$ cat src/hdl/assert_macros.svh
// Assertion macros shared by the lamp-drive register block.
// Standalone header; no dependencies.
`ifndef ASSERT_MACROS_SVH
`define ASSERT_MACROS_SVH

// Check a property while reset is released.
`define LDIO_ASSERT(label, clk, rst_n, prop) \
    label: assert property (@(posedge clk) disable iff (!(rst_n)) (prop)) \
        else $error("ldio assertion failed");

// Check a property at every edge, reset included.
`define LDIO_ASSERT_ALWAYS(label, clk, prop) \
    label: assert property (@(posedge clk) (prop)) \
        else $error("ldio assertion failed");

`endif

$ cat src/hdl/ldio_pkg.sv
// Types, codes and helper functions for the lamp-drive register block.
// No dependencies; imported by every module of the block.
package ldio_pkg;

    localparam int unsigned IN_TDATA_W  = 32;
    localparam int unsigned OUT_TDATA_W = 72;
    localparam int unsigned CFG_IDX_W   = 3;
    localparam int unsigned CFG_DATA_W  = 8;

    // Bus offsets
    localparam logic [3:0] OFF_DSP_RESULT = 4'h1;
    localparam logic [3:0] OFF_DSP_STATUS = 4'h2;
    localparam logic [3:0] OFF_HIGH_SIDE  = 4'h1;
    localparam logic [3:0] OFF_LEDS       = 4'h3;
    localparam logic [3:0] OFF_LOW_SIDE   = 4'h5;
    localparam logic [3:0] OFF_COIN       = 4'h7;
    localparam logic [3:0] OFF_METERS     = 4'h9;
    localparam logic [3:0] OFF_STATUS     = 4'hB;
    localparam logic [3:0] OFF_CRC        = 4'hD;
    localparam logic [3:0] OFF_CRC_LO_A   = 4'h8;
    localparam logic [3:0] OFF_CRC_LO_B   = 4'hA;
    localparam logic [3:0] OFF_BOARD_REV  = 4'hB;
    localparam logic [3:0] OFF_INPUTS     = 4'hD;
    localparam logic [3:0] OFF_ALL_ONES   = 4'hE;
    localparam logic [3:0] OFF_COIN_IN    = 4'hF;

    // Configuration register indexes
    localparam logic [CFG_IDX_W-1:0] CFG_DSP_RESULT = 3'd0;
    localparam logic [CFG_IDX_W-1:0] CFG_DSP_STATUS = 3'd1;
    localparam logic [CFG_IDX_W-1:0] CFG_DSP_READY  = 3'd2;
    localparam logic [CFG_IDX_W-1:0] CFG_DSP_REV    = 3'd3;
    localparam logic [CFG_IDX_W-1:0] CFG_BOARD_REV  = 3'd4;

    // Change mask bit positions
    localparam int unsigned CHG_HIGH   = 0;
    localparam int unsigned CHG_LEDS   = 1;
    localparam int unsigned CHG_LOW    = 2;
    localparam int unsigned CHG_COIN   = 3;
    localparam int unsigned CHG_METERS = 4;
    localparam int unsigned CHG_STATUS = 5;

    localparam logic [15:0] CRC_POLY        = 16'hA001;
    localparam logic [7:0]  DSP_RESULT_RST  = 8'h99;
    localparam logic [7:0]  LOW_SIDE_RST    = 8'hFF;
    localparam logic [7:0]  NOT_READY_FLAG  = 8'h80;
    localparam logic [7:0]  ALL_ONES        = 8'hFF;

    typedef struct packed {
        logic [3:0] pin_inputs;
        logic [7:0] coin_inputs;
        logic [3:0] switch_nibble;
        logic [7:0] write_data;
        logic [3:0] offset;
        logic       mode;
    } t_in_item;

    typedef struct packed {
        logic [1:0] status_leds;
        logic [7:0] meter_drive;
        logic [7:0] coin_lockout;
        logic [3:0] led_strobe_index;
        logic [7:0] led_drive;
        logic [3:0] low_strobe_index;
        logic [7:0] low_side_drive;
        logic [7:0] high_side_drive;
        logic       dsp_command;
        logic [5:0] change_mask;
        logic [7:0] read_data;
    } t_out_item;

    typedef struct packed {
        logic [7:0] dsp_result_value;
        logic [7:0] dsp_status_value;
        logic       dsp_ready;
        logic [6:0] dsp_revision;
        logic [7:0] board_revision;
    } t_cfg;

    // Position of the single set bit plus one; zero when not exactly one bit.
    function automatic logic [3:0] onehot_index(input logic [7:0] v);
        logic [3:0] idx;
        idx = '0;
        if (v != 8'd0 && (v & (v - 8'd1)) == 8'd0) begin
            for (int k = 0; k < 8; k++) begin
                if (v[k]) begin
                    idx = 4'(k + 1);
                end
            end
        end
        return idx;
    endfunction

    // Reflected CRC-16 byte step, LSB first.
    function automatic logic [15:0] crc_byte(input logic [15:0] crc, input logic [7:0] b);
        logic [15:0] c;
        c = crc;
        for (int i = 0; i < 8; i++) begin
            if (c[0] ^ b[i]) begin
                c = (c >> 1) ^ CRC_POLY;
            end else begin
                c = c >> 1;
            end
        end
        return c;
    endfunction

endpackage

$ cat src/hdl/lamp_drive_io_asic_registers_unit.sv
// Path: a bus word waits in the input register until the core advances it into the result
// register, from which its result is offered. Throughput: one word per cycle unless the
// result side stalls; the CRC byte step and the read mux are combinational.
// Reset: synchronous, active low; drivers clear, low side goes to 0xFF, CRC clears,
// DSP result config returns to 0x99, other config to zero; both readies stay low in reset.
// Results are registered, so a new word is taken while a finished result waits.
module lamp_drive_io_asic_registers_unit (
    input  logic                             i_clk,
    input  logic                             i_rst_n,
    // bus access stream
    input  logic                             i_s_axis_tvalid,
    output logic                             o_s_axis_tready,
    // [3:0] offset, [11:4] write_data, [15:12] switch_nibble,
    // [23:16] coin_inputs, [27:24] pin_inputs, [31:28] zero
    input  logic [ldio_pkg::IN_TDATA_W-1:0]  i_s_axis_tdata,
    // [0] mode (1 write, 0 read)
    input  logic                             i_s_axis_tuser,
    // result stream
    output logic                             o_m_axis_tvalid,
    input  logic                             i_m_axis_tready,
    // [7:0] read_data, [13:8] change_mask, [14] dsp_command,
    // [22:15] high_side_drive, [30:23] low_side_drive, [34:31] low_strobe_index,
    // [42:35] led_drive, [46:43] led_strobe_index, [54:47] coin_lockout,
    // [62:55] meter_drive, [64:63] status_leds, [71:65] zero
    output logic [ldio_pkg::OUT_TDATA_W-1:0] o_m_axis_tdata,
    // configuration writes
    input  logic                             i_cfg_valid,
    output logic                             o_cfg_ready,
    input  logic [ldio_pkg::CFG_IDX_W-1:0]   i_cfg_index,
    input  logic [ldio_pkg::CFG_DATA_W-1:0]  i_cfg_data
);
    import ldio_pkg::*;

    `include "assert_macros.svh"

    t_in_item  s_in_item;
    t_in_item  held_item;
    logic      held_valid;
    logic      advance;
    t_cfg      cfg;
    t_out_item out_item;
    logic      read_hit;
    logic      result_quiet;
    logic      led_strobed;

    // Unpack the incoming word into named fields.
    assign s_in_item.mode          = i_s_axis_tuser;
    assign s_in_item.offset        = i_s_axis_tdata[3:0];
    assign s_in_item.write_data    = i_s_axis_tdata[11:4];
    assign s_in_item.switch_nibble = i_s_axis_tdata[15:12];
    assign s_in_item.coin_inputs   = i_s_axis_tdata[23:16];
    assign s_in_item.pin_inputs    = i_s_axis_tdata[27:24];

    ldio_cfg_regs u_cfg (
        .i_clk       (i_clk),
        .i_rst_n     (i_rst_n),
        .i_cfg_valid (i_cfg_valid),
        .o_cfg_ready (o_cfg_ready),
        .i_cfg_index (i_cfg_index),
        .i_cfg_data  (i_cfg_data),
        .o_cfg       (cfg)
    );

    // Hold the accepted word until the core takes it.
    ldio_in_stage u_in (
        .i_clk     (i_clk),
        .i_rst_n   (i_rst_n),
        .i_valid   (i_s_axis_tvalid),
        .o_ready   (o_s_axis_tready),
        .i_item    (s_in_item),
        .i_advance (advance),
        .o_valid   (held_valid),
        .o_item    (held_item)
    );

    // Update the driver state and register the result in the same edge.
    ldio_core u_core (
        .i_clk     (i_clk),
        .i_rst_n   (i_rst_n),
        .i_valid   (held_valid),
        .i_item    (held_item),
        .i_cfg     (cfg),
        .o_advance (advance),
        .o_valid   (o_m_axis_tvalid),
        .i_ready   (i_m_axis_tready),
        .o_item    (out_item)
    );

    // Pack the result word; the struct's last field sits at the low bit, as the port lists it.
    assign o_m_axis_tdata = {{(OUT_TDATA_W - $bits(t_out_item)){1'b0}}, out_item};

    assign read_hit     = o_m_axis_tvalid && (out_item.read_data != 8'd0);
    assign result_quiet = (out_item.change_mask == 6'd0) && !out_item.dsp_command;
    assign led_strobed  = o_m_axis_tvalid && (out_item.led_strobe_index != 4'd0);

    // A word held in the input register stays until the core advances it.
    `LDIO_ASSERT(a_hold_input, i_clk, i_rst_n, (held_valid && !advance) |=> held_valid)
    // Reset leaves no result pending.
    `LDIO_ASSERT_ALWAYS(a_reset_empty, i_clk, !i_rst_n |=> !o_m_axis_tvalid)
    // Only a write reports changes, and a write reads back zero.
    `LDIO_ASSERT(a_read_no_change, i_clk, i_rst_n, read_hit |-> result_quiet)
    // A nonzero LED strobe index implies a single lit column.
    `LDIO_ASSERT(a_led_onehot, i_clk, i_rst_n, led_strobed |-> $onehot(out_item.led_drive))

endmodule

$ cat src/hdl/ldio_cfg_regs.sv
// Configuration registers of the lamp-drive register block.
// Depends on ldio_pkg.
module ldio_cfg_regs (
    input  logic                           i_clk,
    input  logic                           i_rst_n,
    input  logic                           i_cfg_valid,
    output logic                           o_cfg_ready,
    input  logic [ldio_pkg::CFG_IDX_W-1:0] i_cfg_index,
    input  logic [ldio_pkg::CFG_DATA_W-1:0] i_cfg_data,
    output ldio_pkg::t_cfg                 o_cfg
);
    import ldio_pkg::*;

    t_cfg r_cfg;

    // Refuse writes while reset holds the registers.
    assign o_cfg_ready = i_rst_n;
    assign o_cfg       = r_cfg;

    always_ff @(posedge i_clk) begin
        if (!i_rst_n) begin
            r_cfg.dsp_result_value <= DSP_RESULT_RST;
            r_cfg.dsp_status_value <= '0;
            r_cfg.dsp_ready        <= 1'b0;
            r_cfg.dsp_revision     <= '0;
            r_cfg.board_revision   <= '0;
        end else if (i_cfg_valid) begin
            unique case (i_cfg_index)
                CFG_DSP_RESULT: r_cfg.dsp_result_value <= i_cfg_data;
                CFG_DSP_STATUS: r_cfg.dsp_status_value <= i_cfg_data;
                CFG_DSP_READY:  r_cfg.dsp_ready        <= i_cfg_data[0];
                CFG_DSP_REV:    r_cfg.dsp_revision     <= i_cfg_data[6:0];
                CFG_BOARD_REV:  r_cfg.board_revision   <= i_cfg_data;
                default: begin
                    // unknown index: drop the write
                end
            endcase
        end
    end
endmodule

$ cat src/hdl/ldio_in_stage.sv
// Input register of the lamp-drive register block.
// Depends on ldio_pkg.
module ldio_in_stage (
    input  logic               i_clk,
    input  logic               i_rst_n,
    input  logic               i_valid,
    output logic               o_ready,
    input  ldio_pkg::t_in_item i_item,
    input  logic               i_advance,
    output logic               o_valid,
    output ldio_pkg::t_in_item o_item
);
    import ldio_pkg::*;

    logic     r_valid;
    t_in_item r_item;

    // Take a new word when empty or when the held one moves on this cycle;
    // take nothing while in reset.
    assign o_ready = i_rst_n && (!r_valid || i_advance);
    assign o_valid = r_valid;
    assign o_item  = r_item;

    always_ff @(posedge i_clk) begin
        if (!i_rst_n) begin
            r_valid <= 1'b0;
        end else if (o_ready) begin
            r_valid <= i_valid;
        end
    end

    always_ff @(posedge i_clk) begin
        if (o_ready && i_valid) begin
            r_item <= i_item;
        end
    end
endmodule

$ cat src/hdl/ldio_core.sv
// Register file, CRC and read mux of the lamp-drive block, with result register.
// Depends on ldio_pkg.
module ldio_core (
    input  logic                i_clk,
    input  logic                i_rst_n,
    input  logic                i_valid,
    input  ldio_pkg::t_in_item  i_item,
    input  ldio_pkg::t_cfg      i_cfg,
    output logic                o_advance,
    output logic                o_valid,
    input  logic                i_ready,
    output ldio_pkg::t_out_item o_item
);
    import ldio_pkg::*;

    logic [7:0]  r_high, n_high;
    logic [7:0]  r_low, n_low;
    logic [3:0]  r_low_idx, n_low_idx;
    logic [7:0]  r_led, n_led;
    logic [3:0]  r_led_idx, n_led_idx;
    logic [7:0]  r_coin, n_coin;
    logic [7:0]  r_meter, n_meter;
    logic [1:0]  r_status, n_status;
    logic [15:0] r_crc, n_crc;
    logic        r_out_valid;
    t_out_item   r_out;
    logic [7:0]  rd;
    logic [5:0]  mask;
    logic        cmd;

    assign o_advance = i_valid && (!r_out_valid || i_ready);
    assign o_valid   = r_out_valid;
    assign o_item    = r_out;

    always_comb begin
        n_high    = r_high;
        n_low     = r_low;
        n_low_idx = r_low_idx;
        n_led     = r_led;
        n_led_idx = r_led_idx;
        n_coin    = r_coin;
        n_meter   = r_meter;
        n_status  = r_status;
        n_crc     = r_crc;
        rd        = '0;
        mask      = '0;
        cmd       = 1'b0;
        if (i_item.mode) begin
            case (i_item.offset)
                OFF_HIGH_SIDE: begin
                    mask[CHG_HIGH] = (r_high != i_item.write_data);
                    n_high         = i_item.write_data;
                end
                OFF_LEDS: begin
                    mask[CHG_LEDS] = (r_led != i_item.write_data);
                    n_led          = i_item.write_data;
                    n_led_idx      = onehot_index(i_item.write_data);
                end
                OFF_LOW_SIDE: begin
                    mask[CHG_LOW] = (r_low != i_item.write_data);
                    n_low         = i_item.write_data;
                    n_low_idx     = onehot_index(~i_item.write_data);
                end
                OFF_COIN: begin
                    mask[CHG_COIN] = (r_coin != i_item.write_data);
                    n_coin         = i_item.write_data;
                end
                OFF_METERS: begin
                    mask[CHG_METERS] = (r_meter != i_item.write_data);
                    n_meter          = i_item.write_data;
                end
                OFF_STATUS: begin
                    mask[CHG_STATUS] = (r_status != i_item.write_data[5:4]);
                    n_status         = i_item.write_data[5:4];
                    cmd              = i_item.write_data[6];
                end
                OFF_CRC: begin
                    n_crc = crc_byte(r_crc, i_item.write_data);
                end
                default: begin
                end
            endcase
        end else begin
            case (i_item.offset)
                OFF_DSP_RESULT: rd = i_cfg.dsp_result_value;
                OFF_DSP_STATUS: rd = i_cfg.dsp_ready ? i_cfg.dsp_status_value
                                                     : (NOT_READY_FLAG |
                                                        {1'b0, i_cfg.dsp_revision});
                OFF_CRC_LO_A, OFF_CRC_LO_B: rd = r_crc[7:0];
                OFF_BOARD_REV:  rd = i_cfg.board_revision;
                OFF_INPUTS:     rd = {i_item.switch_nibble, i_item.pin_inputs};
                OFF_ALL_ONES:   rd = ALL_ONES;
                OFF_COIN_IN:    rd = ~i_item.coin_inputs;
                default:        rd = '0;
            endcase
        end
    end

    always_ff @(posedge i_clk) begin
        if (!i_rst_n) begin
            r_high      <= '0;
            r_low       <= LOW_SIDE_RST;
            r_low_idx   <= '0;
            r_led       <= '0;
            r_led_idx   <= '0;
            r_coin      <= '0;
            r_meter     <= '0;
            r_status    <= '0;
            r_crc       <= '0;
            r_out_valid <= 1'b0;
        end else begin
            if (o_advance) begin
                r_high    <= n_high;
                r_low     <= n_low;
                r_low_idx <= n_low_idx;
                r_led     <= n_led;
                r_led_idx <= n_led_idx;
                r_coin    <= n_coin;
                r_meter   <= n_meter;
                r_status  <= n_status;
                r_crc     <= n_crc;
            end
            if (!r_out_valid || i_ready) begin
                r_out_valid <= i_valid;
            end
        end
    end

    always_ff @(posedge i_clk) begin
        if (o_advance) begin
            r_out.read_data        <= rd;
            r_out.change_mask      <= mask;
            r_out.dsp_command      <= cmd;
            r_out.high_side_drive  <= n_high;
            r_out.low_side_drive   <= n_low;
            r_out.low_strobe_index <= n_low_idx;
            r_out.led_drive        <= n_led;
            r_out.led_strobe_index <= n_led_idx;
            r_out.coin_lockout     <= n_coin;
            r_out.meter_drive      <= n_meter;
            r_out.status_leds      <= n_status;
        end
    end
endmodule

$ cat config.mk
export PLATFORM = sky130hd
export DESIGN_NAME = lamp_drive_io_asic_registers_unit
export DESIGN_NICKNAME = d
export VERILOG_FILES = /design/src/hdl/ldio_pkg.sv /design/src/hdl/lamp_drive_io_asic_registers_unit.sv /design/src/hdl/ldio_cfg_regs.sv /design/src/hdl/ldio_in_stage.sv /design/src/hdl/ldio_core.sv
export VERILOG_INCLUDE_DIRS = /design/src /design/src/hdl
export SDC_FILE = /design/constraint.sdc
export NUM_CORES = 1
export LEC_CHECK = 0
export ABC_AREA = 1
export BUFFER_PORTS_ARGS = -buffer_cell sky130_fd_sc_hd__buf_2
export CORE_UTILIZATION = 45
export DETAILED_ROUTE_END_ITERATION = 7
export PLACE_DENSITY_LB_ADDON = 0.25
export SYNTH_ARGS = -nofsm -noshare
export SYNTH_HDL_FRONTEND = slang
export SYNTH_SLANG_ARGS = --single-unit
$ cat constraint.sdc
create_clock -name i_clk -period 3.46 [get_ports i_clk]
set_clock_uncertainty 0.15 [all_clocks]
set_input_delay 0.865 -clock i_clk [delete_from_list [all_inputs] [get_ports i_clk]]
set_output_delay 0.865 -clock i_clk [all_outputs]
set_load 0.02 [all_outputs]
==> results of run 1 <==
[tightest hold or removal path, delay by kind of cell, from the launching register on]
| family | cells | cell delay, ns |
|---|---|---|
| DFF | 1 | 0.30 |
| buffers and inverters | 1 | 0.05 |
| AOI/OAI and AO/OA | 1 | 0.05 |
[Yosys cell counts (5+ instances only)]
master / number
nor4_1: 5
buf_2: 17
o211ai_1: 9
nor2_2: 5
o21ai_1: 27
nor2_1: 142
o21ai_0: 111
xor2_1: 32
nand2_2: 14
edfxtp_1: 94
inv_2: 12
clkbuf_1: 18
nand2_1: 159
inv_1: 109
a21oi_1: 68
buf_4: 12
dfxtp_1: 100
nand3_1: 13
nor3_1: 15
buf_6: 7
[how the worst min path moves through the flow]
stage                       to  slack (ns)
2_1_floorplan  u_cfg.o_cfg[10]        0.27
3_3_place_gp   u_cfg.o_cfg[10]        0.28
3_5_place_dp    u_cfg.o_cfg[8]        0.29
4_1_cts         u_cfg.o_cfg[8]        0.30
5_1_grt        u_cfg.o_cfg[12]        0.32
6_report        u_cfg.o_cfg[9]        0.30
[kinds of logic after synthesis]
logic type                Yosys count  synth area share (%)
other                               1                0.0425
and+or+nand+nor                   363                  17.4
xor gates and xnor gates           36                  3.66
DFF                               194                  54.6
AOI/OAI and AO/OA                 242                  15.3
buffers and inverters             179                  8.98
[report_power, final]
| part | switching (uW) | internal (uW) |
|---|---|---|
| sequential | 69.1 | 2530 |
| clock | 864 | 941 |
| combinational | 341 | 167 |
| total | 1270 | 3640 |
[layer usage]
metal | track usage, % | vias to the layer above
met2 | 34.3 | 247
met3 | 3.94 | 27
li1 | - | 3508
met4 | 7.02 | 0
met5 | 0 | -
met1 | 29.6 | 3251
[registers in the layout (all words and copies together) (netlist names), 4 cells and up]
name              count
u_core.o_item        65
u_cfg.o_cfg          32
u_in.o_item          29
u_core.r_crc         16
u_core.r_coin         8
u_core.r_high         8
u_core.r_led          8
u_core.r_low          8
u_core.r_meter        8
u_core.r_led_idx      4
u_core.r_low_idx      4
[area by class of cell]
type | count | area, um^2 | area share [%]
clock inverter | 12 | 85.1 | 0.845
timing repair buffer | 125 | 683 | 6.78
inverter | 124 | 470 | 4.67
clock buffer | 20 | 447 | 4.43
tap | 260 | 325 | 3.23
sequential | 194 | 4820 | 47.9
multi-input combinational | 648 | 3240 | 32.1
[per-stage QoR]
step | total power (uW) | instances | instance area [um^2]
after floorplan | 3000 | 1021 | 8850
after global placement | 3140 | 1351 | 9540
after detailed placement | 3160 | 1351 | 9540
after CTS | 4940 | 1383 | 10100
after global routing | 5100 | 1383 | 10100
final | 4910 | 1383 | 10100
[placed cells by master, fill, tap and decap left out, drive strengths merged, types with 10 or more instances in the layout]
cell type	Yosys	final
nand2	175	175
nor2	150	150
o21ai	139	139
buf	37	125
inv	122	124
dfxtp	100	100
edfxtp	94	94
a21oi	70	70
xor2	32	32
clkbuf	18	20
nor3	15	15
nand3	15	15
o211ai	11	11
clkinv	2	10
==> impl_metrics.yaml, run 1 <==
synth:
  synth-seq-cells: 194
  avgSynthCellArea_um2: 8.70
  syn_area_um2: 8830
  yosysWarnings: 0
  yosysTopAreaCellShare_pct: 32.0
  synth_edf_count: 94
  synthArstFlopShare_pct: 0
  yosysTopAreaCell: "edfxtp_1"
  synth-main-ff-cell: "dfxtp_1"
  post_synth_num_cell_types: 44
  ys_seq_area_share_pct: 54.6
  synthTopCellsByArea: "edfxtp_1 32%, dfxtp_1 23%, nand2_1 6.8%, o21ai_0 6.3%, nor2_1 6.0%"
  synth_cells: 1015
worst_hold_path:
  hold_start: "u_cfg.o_cfg[9]"
  whs_path_depth: 2
  hp-class: "reg -> reg"
route:
  drt_pre_antenna_iters: 5
  routed.top_layer: "met4"
  wl_per_cell_um: 15.4
  dr_wl_met3_um: 1300
  wl_met1_um: 9770
  wl_met2_um: 9830
  ant_nets: 0
  vias: 7033
  wirelength_um: 21200
  drcViolationCount: 0
  viasPerCell: 5.09
  drtIter0Drc: 662
clock_network:
  cts_buffers: 17
  post_cts_buffers: 0
  holdBufCountCts: 0
  ctsResizeCount: 0
  tritoncts: "built"
  clock-root-buffer: "clkbuf_16"
  cts-htree-levels: 4
  clk_pin_slew_ns: 0.06
  clock_path_buffers: 2
  clock-sinks: 194
  insertion_delay_ns: 0.43
sta:
  worstMarginPinSlew_ns: 0.750
  fin_crit_ns: 2.52
  fin_crit_sh_pct: 72.9
  hold_viol: 0
  final_max_slew_viol_count: 0
  whs_ns: 0.298
  fin_setup_tns_ns: 0
  setup_violations: 0
  rsz0062_at_grt: "no"
  setup_ws_ns: 0.938
  fmax_mhz: 397
  slew_headroom_pct: 50.0
global_route:
  grt_pass1_wl_um: 32900
  grtUsageTotal_pct: 21.5
  grt_max_degree: 111
  grt_antenna_before_repair: 0
  first_global_vias: 6118
  grt.overflow.total: 0
critical_path:
  r2r_cells: 15
  regToRegSetupSlack_ns: 1.02
  startpoint: "i_m_axis_tready"
  worstReg2RegEnd: "u_core.r_crc[0]"
  path_delay_family: "buffers and inverters"
  arrival_ns: 1.51
  max_stage_delay_ns: 0.16
  slowest_stage: "buf_2"
  r2r-start: "u_in.o_item[8]"
  cp_max_fo: 2
  crit_type: "in -> out"
  endpoint: "o_s_axis_tready"
  start_kind: "primary input"
  cp_cell_sequence: "buf_2 -> inv_1 -> nand3_1 -> nand2_1 -> inv_1 -> buf_2"
  crit_cells: 6
  critPathBufInv: 4
  required_ns: 2.44
  cp-end-kind: "output pin"
pwr:
  cellPowerDensity_nw_per_um2: 487
  vdd_ir_drop_max_mv: 0.380
  power.leakage_uw: 0.00448
placement:
  port_buffers: 112
  place_congestion: 0.881
  place_ws_ns: 0.925
  dp_hpwl_um: 14200
die:
  row_count: 50
  die_y_um: 142
  die_w_um: 142
  coreArea_um2: 19000
  start_util_pct: 46.6
  fp.dieArea_um2: 20200
  ios: 124
layout:
  layout-drive-gt1-share_pct: 18.3
  area_growth_pct: 14.1
  post-route-util_pct: 53.1
  final_nets: 1159
  diodes: 0
  fill_cells: 1774
run_status:
  run_status: "finished, final reports clean"
flow_run:
  max_cap_viol_count: 0
Note: power is estimated with default switching activity, not from simulation.
==> run 2, diff against run 1 <==
- ABC_AREA: 1 -> 0
- clock period: 3.46 -> 2.57 ns (I/O delays scaled with it)
==> run 2 against run 1 <==
Effect of this change: clock power grew 55%; cell area is 3.9% higher; flip-flop and latch count stayed put; setup slack got worse by 0.76 ns; core utilization rose by 0.63 points; area after synthesis grew 1.4%; clock-buffer cell count is 1 lower; sequential power up 30%; non-clock buffer count grew 24; first-iteration DRC count fell by 24%; critical path type is now reg -> reg; highest routed layer unchanged.
==> impl_metrics.yaml, run 2 <==
clock_network:
  post_cts_buffers: 0
  clock-sinks: 194
  holdBufCountCts: 0
  clock_path_buffers: 2
  tritoncts: "built"
  ctsResizeCount: 0
  insertion_delay_ns: 0.43
  clk_pin_slew_ns: 0.07
  cts_buffers: 17
  clock-root-buffer: "clkbuf_16"
  cts-htree-levels: 4
critical_path:
  required_ns: 2.77
  critPathBufInv: 0
  slowest_stage: "nor3_1"
  arrival_ns: 2.60
  crit_type: "reg -> reg"
  max_stage_delay_ns: 0.95
  cp_max_fo: 9
  cp-end-kind: "flop"
  start_kind: "flop"
  cp_cell_sequence: "nand2b_1 -> nor3_1 -> nand2_1 -> a21boi_0"
  path_delay_family: "simple AND/OR/NAND/NOR gates"
sta:
  hold_viol: 0
  fin_crit_ns: 2.40
  fmax_mhz: 418
  setup_violations: 0
  fin_crit_sh_pct: 93.2
  worstMarginPinSlew_ns: 1.11
  fin_setup_tns_ns: 0
  slew_headroom_pct: 25.3
  final_max_slew_viol_count: 0
  rsz0062_at_grt: "no"
global_route:
  grt_pass1_wl_um: 31600
  grt_antenna_before_repair: 0
  grt.overflow.total: 0
  first_global_vias: 6026
  grtUsageTotal_pct: 20.3
  grt_max_degree: 107
route:
  drtIter0Drc: 506
  viasPerCell: 5.17
  wl_per_cell_um: 15.8
  drcViolationCount: 0
  ant_nets: 0
  wirelength_um: 19800
  drt_pre_antenna_iters: 5
  vias: 6456
pwr:
  p_seq_share_pct: 50.5
  clkPwrFrac_pct: 41.7
  p_int_uw: 5120
  p_sw_uw: 1560
  cellPowerDensity_nw_per_um2: 639
  swShare_pct: 23.4
  power.leakage_uw: 0.00409
  vdd_ir_drop_max_mv: 0.487
  combPwrFrac_pct: 7.8
die:
  fp.dieArea_um2: 20500
  ios: 124
  row_count: 51
  start_util_pct: 46.0
  coreArea_um2: 19500
  die_y_um: 143
  die_w_um: 143
layout:
  final_nets: 1019
  area_growth_pct: 16.9
  final_common_cell: "nand2_1"
  multi_input_area_um2: 3800
  most-common-layout-cells: "192 x nand2_1, 112 x buf_2, 100 x dfxtp_1"
  largest_reg_flops: 65
  post-route-util_pct: 53.8
  fill_cells: 1710
  layout-drive-gt1-share_pct: 23.8
  final_area_um2: 10500
  seq_area_um2: 4820
  diodes: 0
synth:
  yosysWarnings: 0
  synth_cells: 866
  yosys.cell_count.top_type: "nand2_1"
  post_synth_num_cell_types: 60
  syn_area_um2: 8950
  yosysTopAreaCell: "edfxtp_1"
  synthTopCellsByCount: "192 x nand2_1, 100 x dfxtp_1, 94 x edfxtp_1"
  synthTopCellsByArea: "edfxtp_1 32%, dfxtp_1 22%, nand2_1 8.1%, a21boi_0 5.6%, mux2_2 5.0%"
  synth-seq-cells: 194
  ys_seq_area_share_pct: 53.9
  synthArstFlopShare_pct: 0
  avgSynthCellArea_um2: 10.3
  synth-main-ff-cell: "dfxtp_1"
  yosysTopAreaCellShare_pct: 31.5
  synth_edf_count: 94
placement:
  place_congestion: 0.824
  port_buffers: 112
  dp_hpwl_um: 13600
  place_area_um2: 9840
flow_run:
  max_cap_viol_count: 0
worst_hold_path:
  hp-class: "in -> reg"
run_status:
  run_status: "finished, final reports clean"
run 2: cell count changes after synthesis, moves of 40 or more:
cell / delta
o21ai_0: -84
nor2_1: -121
inv_1: -102
a21boi_0: +67
mux2_2: +40
a21oi_1: -49
run 2: cells by family (layout without fill, tap and decap cells):
group	after synthesis	count (layout)	share of synthesized area (%)
buf+inv	77	188	3.87
simple gates	306	306	15.3
mux	53	53	6.49
compound gates	170	170	13.4
xor+xnor	65	65	7.00
other cells	1	7	0.0419
flops	194	194	53.9
run 2: area by class of cell:
cell class,count,area share (%)
tap,265,3.17
clock buffer,19,4.33
sequential,194,46.1
timing repair buffer,149,8.13
clock inverter,13,1.66
multi-input combinational,601,36.3
inverter,7,0.263
run 2: metrics by stage:
| stage | hold slack, ns | std cells | setup WS, ns | power [uW] |
|---|---|---|---|---|
| 2_1_floorplan | 0.281 | 872 | 0.211 | 3790 |
| 3_3_place_gp | 0.296 | 1216 | 0.0616 | 3960 |
| 3_5_place_dp | 0.301 | 1216 | 0.0622 | 3960 |
| 4_1_cts | 0.215 | 1248 | 0.168 | 6730 |
| 5_1_grt | 0.209 | 1248 | 0.0104 | 6900 |
| 6_report | 0.228 | 1248 | 0.175 | 6680 |
run 2: power by group through the flow:
stage | clock, uW | sequential, uW | combinational, uW
final | 2790 | 3370 | 522
after global routing | 2950 | 3380 | 572
after CTS | 2830 | 3370 | 522
after detailed placement | 0 | 3440 | 520
after global placement | 0 | 3440 | 518
after floorplan | 0 | 3470 | 322
run 2: worst register-to-register path, cell delays in order, from the launching register on:
cell,delay (ns)
edfxtp_1,0.55
nand2b_1,0.36
nor3_1,0.95
nand2_1,0.12
a21boi_0,0.19
run 2: path summary, 6_finish.rpt:
| kind | cells past startpoint | slack (ns) | start | endpoint |
|---|---|---|---|---|
| hold reg to reg | 2 | 0.31 | u_core.r_crc[11] | u_core.r_crc[3] |
| hold / removal | 1 | 0.23 | i_s_axis_tdata[14] | u_in.o_item[15] |
| setup / recovery | 4 | 0.17 | u_in.o_item[2] | u_core.r_meter[0] |
| setup reg to reg | 4 | 0.17 | u_in.o_item[2] | u_core.r_meter[0] |
run 2: routing by layer:
metal | track usage, % | vias up | routed length, um
met3 | 3.66 | 22 | 719
met4 | 5.55 | 0 | 235
met2 | 31.0 | 155 | 9010
li1 | - | 3229 | -
met5 | 0 | - | 0
met1 | 29.5 | 3050 | 9810
==> run 3, diff against run 2 <==
- clock period: 2.57 -> 2.3 ns (I/O delays scaled with it)
==> run 3 against run 2 <==
Effect of this change: cell count grew 0.80%; flip-flop and latch count is the same; register-to-register slack worse by 0.03 ns; critical path depth rose by 2; non-clock buffer count up 10; setup slack got worse by 0.027 ns; cell area rose by 0.97%; maximum frequency rose by 11%; global-route usage rose by 0.46 points; sequential power is 12% higher; core utilization is 0.52 points higher; worst hold slack got worse by 0.068 ns; largest power group unchanged.
==> impl_metrics.yaml, run 3 (same netlist as run 2, synthesis figures left out) <==
critical_path:
  start_kind: "flop"
  max_stage_delay_ns: 0.53
  cp_cell_sequence: "buf_4 -> a22oi_1 -> a311o_1 -> o21ai_1 -> nand2_1 -> o31ai_1"
  crit_type: "reg -> reg"
  required_ns: 2.35
  cp_max_fo: 7
  path_delay_family: "compound AO/OA/AOI/OAI gates"
  slowest_stage: "edfxtp_1"
  cp-end-kind: "flop"
  arrival_ns: 2.20
  critPathBufInv: 1
pwr:
  clkPwrFrac_pct: 42.1
  vdd_ir_drop_max_mv: 0.535
  p_sw_uw: 1770
  swShare_pct: 23.5
  combPwrFrac_pct: 8.0
  power.leakage_uw: 0.00415
  power.total_uw: 7540
  p_seq_share_pct: 50.0
  p_int_uw: 5770
  cellPowerDensity_nw_per_um2: 713
clock_network:
  post_cts_buffers: 0
  cts_buffers: 17
  cts-htree-levels: 4
  clk_pin_slew_ns: 0.07
  clock-root-buffer: "clkbuf_16"
  clock-sinks: 194
  insertion_delay_ns: 0.43
  tritoncts: "built"
  clock_path_buffers: 2
sta:
  fin_crit_sh_pct: 93.6
  hold_viol: 0
  final_max_slew_viol_count: 0
  fin_crit_ns: 2.15
  worstMarginPinSlew_ns: 0.689
  fmax_mhz: 465
  setup_violations: 0
  slew_headroom_pct: 53.8
  rsz0062_at_grt: "no"
route:
  wirelength_um: 20300
  ant_nets: 0
  drcViolationCount: 0
  drtIter0Drc: 615
  wl_per_cell_um: 16.1
  vias: 6607
  drt_pre_antenna_iters: 6
  viasPerCell: 5.25
placement:
  port_buffers: 112
  dp_hpwl_um: 13900
  place_congestion: 0.810
layout:
  post-route-util_pct: 54.3
  area_growth_pct: 18.0
  most-common-layout-cells: "192 x nand2_1, 112 x buf_2, 100 x dfxtp_1"
  multi_input_area_um2: 3820
  final_nets: 1029
  layout-drive-gt1-share_pct: 24.9
  fill_cells: 1717
  seq_area_um2: 4820
  final_common_cell: "nand2_1"
  largest_reg_flops: 65
  diodes: 0
global_route:
  grt_max_degree: 60
  grtUsageTotal_pct: 20.8
  first_global_vias: 6000
  grt.overflow.total: 0
  grt_antenna_before_repair: 0
  grt_pass1_wl_um: 32200
die:
  start_util_pct: 46.0
  die_w_um: 143
  ios: 124
  coreArea_um2: 19500
  fp.dieArea_um2: 20500
  row_count: 51
  die_y_um: 143
run_status:
  run_status: "finished, final reports clean"
worst_hold_path:
  hp-class: "in -> reg"
flow_run:
  max_cap_viol_count: 0
[run 3: cell types whose count changed in the layout (fill, tap and decap cells not counted), moves of 2 or more]
cell,change
clkinv_2,+2
clkinv_4,-3
inv_8,+2
buf_4,+10
[run 3: cell type report]
cell class	instances	area share [%]
Clock buffer	19	4.39
Clock inverter	13	1.62
Inverter	7	0.261
Multi-Input combinational cell	601	36.2
Sequential cell	194	45.7
Tap cell	265	3.14
Timing Repair Buffer	159	8.76
[run 3: final timing paths]
kind / start / endpoint / slack (ns) / cells after the start
worst max-delay path: u_in.o_item[5] / u_core.o_item[33] / 0.15 / 6
worst min-delay path: i_s_axis_tdata[23] / u_in.o_item[24] / 0.16 / 1
worst max register to register: u_in.o_item[5] / u_core.o_item[33] / 0.15 / 6
worst min register to register: u_core.r_crc[12] / u_core.r_crc[4] / 0.31 / 2
[run 3: per-stage QoR]
stage	hold WS [ns]	setup slack (ns)	setup TNS (ns)	cell area, um^2	instances
after floorplan	0.281	0.00883	0	8980	872
after global placement	0.295	-0.125	-0.919	9910	1226
after detailed placement	0.307	-0.108	-0.642	9910	1226
after CTS	0.147	0.0782	0	10600	1258
after global routing	0.145	0.0261	0	10600	1258
final	0.160	0.148	0	10600	1258
[run 3: power by group through the flow]
stage	logic, uW	registers (uW)	clock network, uW
CTS	602	3770	3220
global route	660	3770	3350
finish	601	3770	3170
floorplan	359	3870	0
global placement	596	3840	0
detailed placement	598	3840	0
[run 3: timing repair]
action                                 4_1_cts  5_1_grt
endpoints found under the hold margin        0        0
setup endpoints to repair                    1       24
resized for setup                            1        3
hold buffers                                 0        0
[run 3: routing by layer]
metal  global-route usage [%]  share of wire [%]  up-vias  wire length [um]
li1                         -                  -     3243                 -
met1                     29.6                 49     3126              9880
met2                     31.3                 45      206              9090
met3                     3.52                4.4       32               891
met4                     8.21                1.9        0               392
met5                        0                  0        -                 0
